--- src/upqs_pkg.sv ---
package upqs_pkg;

  // default sizing
  localparam int DEF_NUM_PORTS      = 4;
  localparam int DEF_URGENCY_LEVELS = 4;
  localparam int DEF_NUM_QUEUES     = 16;
  localparam int DEF_FIFO_DEPTH     = 16;

  // fixed field widths
  localparam int ACTION_W = 2;
  localparam int PORT_FW  = 2;
  localparam int QID_W    = 4;
  localparam int COUNT_W  = 8;
  localparam int MAP_W    = 32;

  // register port
  localparam int APB_ADDR_W = 3;
  localparam int APB_DATA_W = 32;
  localparam logic [APB_ADDR_W-3:0] REG_URGENCY_MAP = '0;

  localparam logic [COUNT_W-1:0] COUNT_MAX = '1;

  typedef enum logic [ACTION_W-1:0] {
    ACT_ARRIVAL = 2'd0,
    ACT_DEPART  = 2'd1,
    ACT_DROP    = 2'd2,
    ACT_NEXT    = 2'd3
  } action_e;

endpackage

--- src/urgency_priority_queue_selector_unit.sv ---
// Strict-priority scheduler over per-port FIFOs of queue identifiers. Each request
// (start high while busy is low) names an action, a port and a queue: an arrival
// counts a message and appends the queue to the FIFO of its configured urgency, a
// departure lowers the count, a drop lowers the count and takes back the newest entry
// of the FIFO last appended to, and a next-urgent request pops the head of the
// highest non-empty urgency FIFO of the port. Every request gives exactly one result,
// shown on the result ports for one cycle under done_o, in the cycle after acceptance;
// the receiver cannot stall, so whatever logic takes the results must sample them in
// that cycle. busy stays low: one request can be accepted on every clock, the figure
// being set by the update of the head/fill registers in the accepting cycle and the
// registered read of the entry store that holds the FIFO contents. The entry store
// needs no clearing after reset, since only entries inside a FIFO's fill are read.
// The urgency map is written over the APB port at byte address 0 and should only be
// changed while no requests are in flight.
module urgency_priority_queue_selector_unit
  import upqs_pkg::*;
#(
  parameter int NUM_PORTS      = DEF_NUM_PORTS,
  parameter int URGENCY_LEVELS = DEF_URGENCY_LEVELS,
  parameter int NUM_QUEUES     = DEF_NUM_QUEUES,
  parameter int FIFO_DEPTH     = DEF_FIFO_DEPTH
) (
  input  logic                  clk_i,
  input  logic                  rst_ni,
  // register port
  input  logic                  psel,
  input  logic                  penable,
  input  logic                  pwrite,
  input  logic [APB_ADDR_W-1:0] paddr,
  input  logic [APB_DATA_W-1:0] pwdata,
  output logic [APB_DATA_W-1:0] prdata,
  output logic                  pready,
  // request side
  input  logic                  start,
  output logic                  busy,
  input  logic [ACTION_W-1:0]   action_i,
  input  logic [PORT_FW-1:0]    port_i,
  input  logic [QID_W-1:0]      queue_id_i,
  input  logic                  queue_is_input_i,
  // result side
  output logic                  done_o,
  output logic                  next_valid_o,
  output logic [QID_W-1:0]      next_queue_o,
  output logic [COUNT_W-1:0]    port_count_o,
  output logic                  overflow_o
);

  localparam int NFIFOS      = NUM_PORTS * URGENCY_LEVELS;
  localparam int STORE_DEPTH = NFIFOS * FIFO_DEPTH;
  localparam int PORT_W      = (NUM_PORTS > 1) ? $clog2(NUM_PORTS) : 1;
  localparam int URG_W       = $clog2(URGENCY_LEVELS);
  localparam int SLOT_W      = $clog2(FIFO_DEPTH);
  localparam int FILL_W      = $clog2(FIFO_DEPTH + 1);
  localparam int ADDR_W      = $clog2(STORE_DEPTH);

  typedef logic [FILL_W-1:0] fill_row_t [URGENCY_LEVELS];
  typedef logic [SLOT_W-1:0] head_row_t [URGENCY_LEVELS];

  // ---------------------------------------------------------------------------
  // register port
  // ---------------------------------------------------------------------------
  logic [MAP_W-1:0] map_q;
  logic             reg_sel;

  assign reg_sel = (paddr[APB_ADDR_W-1:2] == REG_URGENCY_MAP);
  assign pready  = 1'b1;
  assign prdata  = reg_sel ? map_q : '0;

  always_ff @(posedge clk_i or negedge rst_ni) begin
    if (!rst_ni) begin
      map_q <= '0;
    end else if (psel && penable && pwrite && pready && reg_sel) begin
      map_q <= pwdata;
    end
  end

  // ---------------------------------------------------------------------------
  // per-port state: fifo heads and fills by urgency, count, last urgency
  // ---------------------------------------------------------------------------
  fill_row_t         fill_q  [NUM_PORTS];
  head_row_t         head_q  [NUM_PORTS];
  logic [COUNT_W-1:0] count_q [NUM_PORTS];
  logic [URG_W-1:0]   last_q  [NUM_PORTS];

  // entry store, one row of FIFO_DEPTH slots per (port, urgency) fifo
  logic [QID_W-1:0]  store_mem [STORE_DEPTH];

  logic              accept;
  logic              port_ok;
  logic              queue_ok;
  logic [PORT_W-1:0] pidx;
  action_e           act;

  // current row of the addressed port and its next value
  fill_row_t          row_fill, row_fill_d;
  head_row_t          row_head, row_head_d;
  logic [COUNT_W-1:0] cnt_cur, cnt_d;
  logic [URG_W-1:0]   last_cur, last_d;

  logic               any_ne;
  logic [URG_W-1:0]   top_lvl;
  logic [MAP_W-1:0]   map_shift;
  logic [1:0]         urg_raw;
  logic [URG_W-1:0]   arr_lvl;
  logic [FILL_W:0]    tail_sum;
  logic [SLOT_W-1:0]  tail_slot;
  logic [SLOT_W-1:0]  pop_slot;

  logic               mem_we, mem_re;
  logic [ADDR_W-1:0]  mem_waddr, mem_raddr;
  logic               nvalid, ovf;

  assign busy     = 1'b0;  // never busy: every request is taken in the cycle it is offered
  assign accept   = start && !busy;
  assign act      = action_e'(action_i);
  assign pidx     = PORT_W'(port_i);
  assign port_ok  = (32'(port_i) < NUM_PORTS);
  assign queue_ok = !queue_is_input_i && (32'(queue_id_i) < NUM_QUEUES);

  // urgency of the named queue, clamped to the top level
  assign map_shift = map_q >> {queue_id_i, 1'b0};
  assign urg_raw   = map_shift[1:0];
  assign arr_lvl   = (32'(urg_raw) >= URGENCY_LEVELS) ? URG_W'(URGENCY_LEVELS - 1)
                                                      : URG_W'(urg_raw);

  function automatic logic [ADDR_W-1:0] store_addr(input logic [PORT_W-1:0] p,
                                                   input logic [URG_W-1:0]  l,
                                                   input logic [SLOT_W-1:0] s);
    logic [ADDR_W-1:0] f;
    f = ADDR_W'(p) * ADDR_W'(URGENCY_LEVELS) + ADDR_W'(l);
    return f * ADDR_W'(FIFO_DEPTH) + ADDR_W'(s);
  endfunction

  always_comb begin
    row_fill = fill_q[pidx];
    row_head = head_q[pidx];
    cnt_cur  = count_q[pidx];
    last_cur = last_q[pidx];

    row_fill_d = row_fill;
    row_head_d = row_head;
    cnt_d      = cnt_cur;
    last_d     = last_cur;

    // highest non-empty urgency of the port
    any_ne  = 1'b0;
    top_lvl = '0;
    for (int l = 0; l < URGENCY_LEVELS; l++) begin
      if (row_fill[l] != '0) begin
        any_ne  = 1'b1;
        top_lvl = URG_W'(l);
      end
    end

    // tail slot of the arrival fifo, only used while it is not full
    tail_sum = (FILL_W + 1)'(row_head[arr_lvl]) + (FILL_W + 1)'(row_fill[arr_lvl]);
    if (tail_sum >= (FILL_W + 1)'(FIFO_DEPTH)) begin
      tail_sum = tail_sum - (FILL_W + 1)'(FIFO_DEPTH);
    end
    tail_slot = SLOT_W'(tail_sum);
    pop_slot  = row_head[top_lvl];

    mem_we = 1'b0;
    mem_re = 1'b0;
    nvalid = 1'b0;
    ovf    = 1'b0;

    unique case (act)
      ACT_NEXT: begin
        if (any_ne) begin
          nvalid = 1'b1;
          mem_re = 1'b1;
          row_head_d[top_lvl] = (pop_slot == SLOT_W'(FIFO_DEPTH - 1)) ? '0
                                                                      : pop_slot + 1'b1;
          row_fill_d[top_lvl] = row_fill[top_lvl] - 1'b1;
        end
      end
      ACT_ARRIVAL: begin
        if (queue_ok) begin
          if (cnt_cur != COUNT_MAX) cnt_d = cnt_cur + 1'b1;
          if (row_fill[arr_lvl] >= FILL_W'(FIFO_DEPTH)) begin
            ovf = 1'b1;
          end else begin
            mem_we = 1'b1;
            row_fill_d[arr_lvl] = row_fill[arr_lvl] + 1'b1;
          end
          last_d = arr_lvl;
        end
      end
      ACT_DEPART: begin
        if (queue_ok && cnt_cur != '0) cnt_d = cnt_cur - 1'b1;
      end
      ACT_DROP: begin
        if (queue_ok) begin
          if (cnt_cur != '0) cnt_d = cnt_cur - 1'b1;
          // take back the newest entry of the last appended fifo
          if (row_fill[last_cur] != '0) row_fill_d[last_cur] = row_fill[last_cur] - 1'b1;
        end
      end
      default: ;
    endcase

    mem_waddr = store_addr(pidx, arr_lvl, tail_slot);
    mem_raddr = store_addr(pidx, top_lvl, pop_slot);
  end

  always_ff @(posedge clk_i or negedge rst_ni) begin
    if (!rst_ni) begin
      for (int p = 0; p < NUM_PORTS; p++) begin
        count_q[p] <= '0;
        last_q[p]  <= '0;
        for (int l = 0; l < URGENCY_LEVELS; l++) begin
          fill_q[p][l] <= '0;
          head_q[p][l] <= '0;
        end
      end
    end else if (accept && port_ok) begin
      fill_q[pidx]  <= row_fill_d;
      head_q[pidx]  <= row_head_d;
      count_q[pidx] <= cnt_d;
      last_q[pidx]  <= last_d;
    end
  end

  // ---------------------------------------------------------------------------
  // entry store: one write port, one registered read port
  // ---------------------------------------------------------------------------
  logic [QID_W-1:0] rdata_q;

  always_ff @(posedge clk_i) begin
    if (accept && port_ok && mem_we) begin
      store_mem[mem_waddr] <= queue_id_i;
    end
  end

  always_ff @(posedge clk_i) begin
    if (accept && port_ok && mem_re) begin
      rdata_q <= store_mem[mem_raddr];
    end
  end

  // ---------------------------------------------------------------------------
  // result stage, in the cycle after acceptance
  // ---------------------------------------------------------------------------
  logic               done_q;
  logic               nvalid_q;
  logic               ovf_q;
  logic [COUNT_W-1:0] res_count_q;

  always_ff @(posedge clk_i or negedge rst_ni) begin
    if (!rst_ni) begin
      done_q <= 1'b0;
    end else begin
      done_q <= accept;
    end
  end

  // out-of-range port reports all zero
  always_ff @(posedge clk_i) begin
    if (accept) begin
      nvalid_q    <= port_ok && nvalid;
      ovf_q       <= port_ok && ovf;
      res_count_q <= port_ok ? cnt_d : '0;
    end
  end

  assign done_o       = done_q;
  assign next_valid_o = done_q && nvalid_q;
  assign next_queue_o = (done_q && nvalid_q) ? rdata_q : '0;
  assign port_count_o = done_q ? res_count_q : '0;
  assign overflow_o   = done_q && ovf_q;

  // ---------------------------------------------------------------------------
  // assertions
  // ---------------------------------------------------------------------------
  a_done_follows_request : assert property (@(posedge clk_i) disable iff (!rst_ni)
    done_o |-> $past(accept))
    else $error("result strobe without a request in the previous cycle");

  a_pop_and_overflow_exclusive : assert property (@(posedge clk_i) disable iff (!rst_ni)
    !(next_valid_o && overflow_o))
    else $error("pop and overflow flagged in the same result");

  a_pop_when_not_empty : assert property (@(posedge clk_i) disable iff (!rst_ni)
    (accept && port_ok && act == ACT_NEXT && any_ne) |=> (done_o && next_valid_o))
    else $error("next-urgent on a non-empty port returned no queue");

endmodule
--- config.mk ---
export PLATFORM = sky130hd
export DESIGN_NAME = urgency_priority_queue_selector_unit
export DESIGN_NICKNAME = d
export VERILOG_FILES = /design/src/upqs_pkg.sv /design/src/urgency_priority_queue_selector_unit.sv
export SDC_FILE = /design/constraint.sdc
export NUM_CORES = 2
export LEC_CHECK = 0
export CORE_UTILIZATION = 60
export CTS_CLUSTER_DIAMETER = 100
export DETAILED_ROUTE_END_ITERATION = 8
export DONT_BUFFER_PORTS = 1
export HOLD_SLACK_MARGIN = 0.06
export MAX_ROUTING_LAYER = met4
export PLACE_DENSITY = 0.85
export SLEW_MARGIN = 25
export SYNTH_ARGS = -nofsm -noshare
export SYNTH_HDL_FRONTEND = slang
export SYNTH_SLANG_ARGS = --single-unit
export TNS_END_PERCENT = 30
--- constraint.sdc ---
create_clock -name clk_i -period 7.91 [get_ports clk_i]
set_input_delay 1.582 -clock clk_i [delete_from_list [all_inputs] [get_ports clk_i]]
set_output_delay 1.582 -clock clk_i [all_outputs]
set_load 0.02 [all_outputs]
==> out/qor.yml <==
cts_tree: "done"
cts.hold.buffers_added: 0
syn-num-nets: 4394
clock.fmax_mhz: 156
synth_cell_types: 82
worstPathCellList: "mux4_2, nor4_2, nand2_1, and2_1, nor2_4, inv_8, buf_4, a21oi_1, a22oi_1, a22oi_1, a21oi_1, or3_1, nor3_1, a211oi_2"
synthAdderAreaFrac_pct: 0.269
place.gp.congestion: 0.939
slew_violations: 0
cp-start-kind: "input port"
synth-main-ff-cell: "edfxtp_1"
synth_simple_gate_area_share_pct: 11.1
ys_seq_elements: 1255
crit_path_top_delay_cell: "mux4_2"
numPortBuffers: 0
grt_pass1_wl_mm: 208
num_rows: 109
grt_pass1_vias: 35730
ys_seq_area_share_pct: 67.8
syn_avg_cell_area_um2: 12.5
worstPathMaxFanout: 128
final_area_um2: 58400
drive_gt1_share_pct: 8.66
clock-root-buffer: "clkbuf_16"
finalSetupViolCount: 0
overflow: 0
core_area_um2: 88800
vias_per_cell: 6.70
cts_resized: 0
worstSetupPathType: "input port to flip-flop"
grt_use_met1_pct: 40.8
power.leakage_nw: 20.4
critPathCaptureType: "flip-flop"
dr.pass1.iters: 9
num_vias: 36628
finalCritPeriodShare_pct: 81.3
whs_path_depth: 2
clkTransAtPathRegs_ps: 60
area_growth_pct: 8.04
grt.busiest_layer: "met2"
timing.critical_path.arrival_ps: 6870
ir_drop_v: 0.000582
grtUsageMet3_pct: 6.23
period_needed_ps: 6430
die-area_um2: 91200
cts_sinks: 1255
cts_setup_buffers: 0
drt_iter0_markers: 5043
r2r-end: "rdata_q[3]"
cts_htree_levels: 3
grt_usage_pct: 30.9
rsz0062_at_grt: "false"
async_flop_share_pct: 17.3
synth_edf_count: 1038
clk_latency_ps: 730
dieWidth_um: 302
violations: "design-rule violations"
reg2reg_depth: 14
hold_violations: 0
skew_ps: 31.6
fin_nets: 4261
synthMuxAreaShare_pct: 5.34
crit-reg2reg-launch: "fill_q[1]"
cp_top_family: "simple AND/OR/NAND/NOR gates"
worstMarginPinSlew_ps: 1100
ant_nets: 0
cts_max_path_buffers: 3
grtUsageMet2_pct: 46.3
placed_area_um2: 54500
status: "finished with violations"
drc: 2
max_stage_delay_ps: 620
cts_made_buffers: 118
p_per_area_nw_per_um2: 457
grt_max_degree: 265
worstPathRequired_ps: 8350
place.detailed.hpwl_mm: 77.0
start_util_pct: 60.8
wl_per_cell_um: 25.0
syn-cell-area_um2: 54000
yosysWarnings: 0
routed_wl_mm: 137
setup-tns-final_ps: 0
reg2reg_slack_ps: 2020
dieHeight_um: 302
critPathBufInv: 2
min_from: "fill_q[48]"
synth-compound-area-share_pct: 12.1
max-cap-violations: 0
syn_inst: 4333
holdPathEnd: "fill_q[48]"
antenna_found_initial: 1
synth_xor_area_share_pct: 0.276
hp-class: "flip-flop to flip-flop"
cp.depth: 14
design.portCount: 99
slew_headroom_pct: 26.7
synth_top_family_by_area: "compound AO/OA/AOI/OAI gates"
==> tightest hold or removal path, stage by stage, from the launching register on <==
cell	delay, ps
dfrtp_1	340
nand2_1	40
o21ai_0	60
==> cells by family after synthesis <==
group | after synthesis
simple gates | 1442
flops | 1255
compound gates | 1062
buf+inv | 342
mux | 202
xor+xnor | 17
fa+ha+maj | 11
other cells | 2
==> cell type report <==
| class | count | area, um2 |
|---|---|---|
| fillers | 5971 | 30400 |
| diodes | 2 | 5.00 |
| clock inverters | 66 | 626 |
| repair buffers | 66 | 653 |
| multi-input cells | 2736 | 15800 |
| clock buffers | 152 | 3170 |
| flip-flops and latches | 1255 | 36600 |
| well taps | 1165 | 1460 |
| inverters | 23 | 101 |
==> state kept, by name (all words and copies together) (netlist names) <==
name	cells
ovf_q	1
head_q	64
map_q	32
nvalid_q	1
done_o	1
last_q	8
store_mem	1024
res_count_q	8
rdata_q	4
count_q	32
fill_q	80
==> power breakdown <==
part	internal, mW	switching (mW)
registers	7.59	0.217
clock network	3.12	2.44
logic	4.04	9.28
total	14.8	11.9
==> worst max path at each step <==
| stage | from | slack, ps | end |
|---|---|---|---|
| after detailed placement | port_i[0] | 950 | rdata_q[3] |
| after global routing | port_i[1] | 1380 | rdata_q[3] |
| after floorplan | queue_id_i[0] | 2050 | store_mem[99][0] |
| after CTS | port_i[0] | 1670 | rdata_q[3] |
| final | port_i[0] | 1480 | rdata_q[3] |
| after global placement | port_i[0] | 1040 | rdata_q[3] |
==> per-layer routing <==
metal | vias to the layer above | share of wire (%)
met4 | 0 | 5.2
met2 | 2582 | 47
li1 | 15827 | -
met1 | 17729 | 36
met3 | 490 | 12
met5 | - | 0
==> synthesized netlist by cell type (10+ instances only) <==
master / number / area [um2]
dfrtp_1: 217 / 5430
a32oi_1: 67 / 587
xnor2_1: 10 / 87.6
inv_1: 20 / 75.1
o22ai_1: 16 / 100
o211ai_1: 11 / 82.6
a311oi_1: 10 / 87.6
buf_6: 29 / 327
o21ai_0: 238 / 1190
nor2b_1: 41 / 257
a21oi_1: 443 / 2220
mux2_2: 38 / 428
or3_1: 11 / 68.8
ha_1: 10 / 125
and3_1: 12 / 75.1
a22oi_1: 111 / 833
buf_2: 93 / 465
buf_4: 21 / 158
buf_1: 32 / 120
mux2i_1: 99 / 991
nor3_1: 23 / 115
edfxtp_1: 1038 / 31200
clkbuf_1: 143 / 537
a221oi_1: 71 / 622
and2_1: 20 / 125
nand2_1: 828 / 3110
nor2_1: 319 / 1200
nand3_1: 155 / 776
a22o_1: 11 / 96.3
a31oi_1: 11 / 68.8
mux4_2: 65 / 1460
==> stage by stage <==
stage	util, %	power, mW	instances	worst slack, ps	hold slack [ps]
finish	65.7	26.7	5465	1480	472
global route	65.7	27.8	5464	1380	496
CTS	65.7	26.3	5462	1670	478
detailed placement	61.4	20.7	5244	945	466
global placement	61.4	20.2	5244	1040	457
floorplan	-	17.0	4333	2050	445
==> layout by cell type (no fill, tap or decap), types with 16 or more instances in the layout <==
| master | n |
|---|---|
| clkbuf_16 | 119 |
| buf_4 | 54 |
| a21oi_1 | 443 |
| inv_1 | 20 |
| nor2_1 | 318 |
| o21ai_0 | 238 |
| clkbuf_1 | 26 |
| dfrtp_1 | 217 |
| nor2b_1 | 40 |
| nand2_1 | 826 |
| clkinv_1 | 22 |
| a32oi_1 | 67 |
| mux4_2 | 65 |
| clkinv_2 | 21 |
| a221oi_1 | 71 |
| a22oi_1 | 111 |
| o22ai_1 | 16 |
| nor3_1 | 23 |
| and2_1 | 18 |
| nand3_1 | 154 |
| edfxtp_1 | 1038 |
| mux2_2 | 38 |
| mux2i_1 | 99 |
Note: power is estimated with default switching activity, not from simulation.
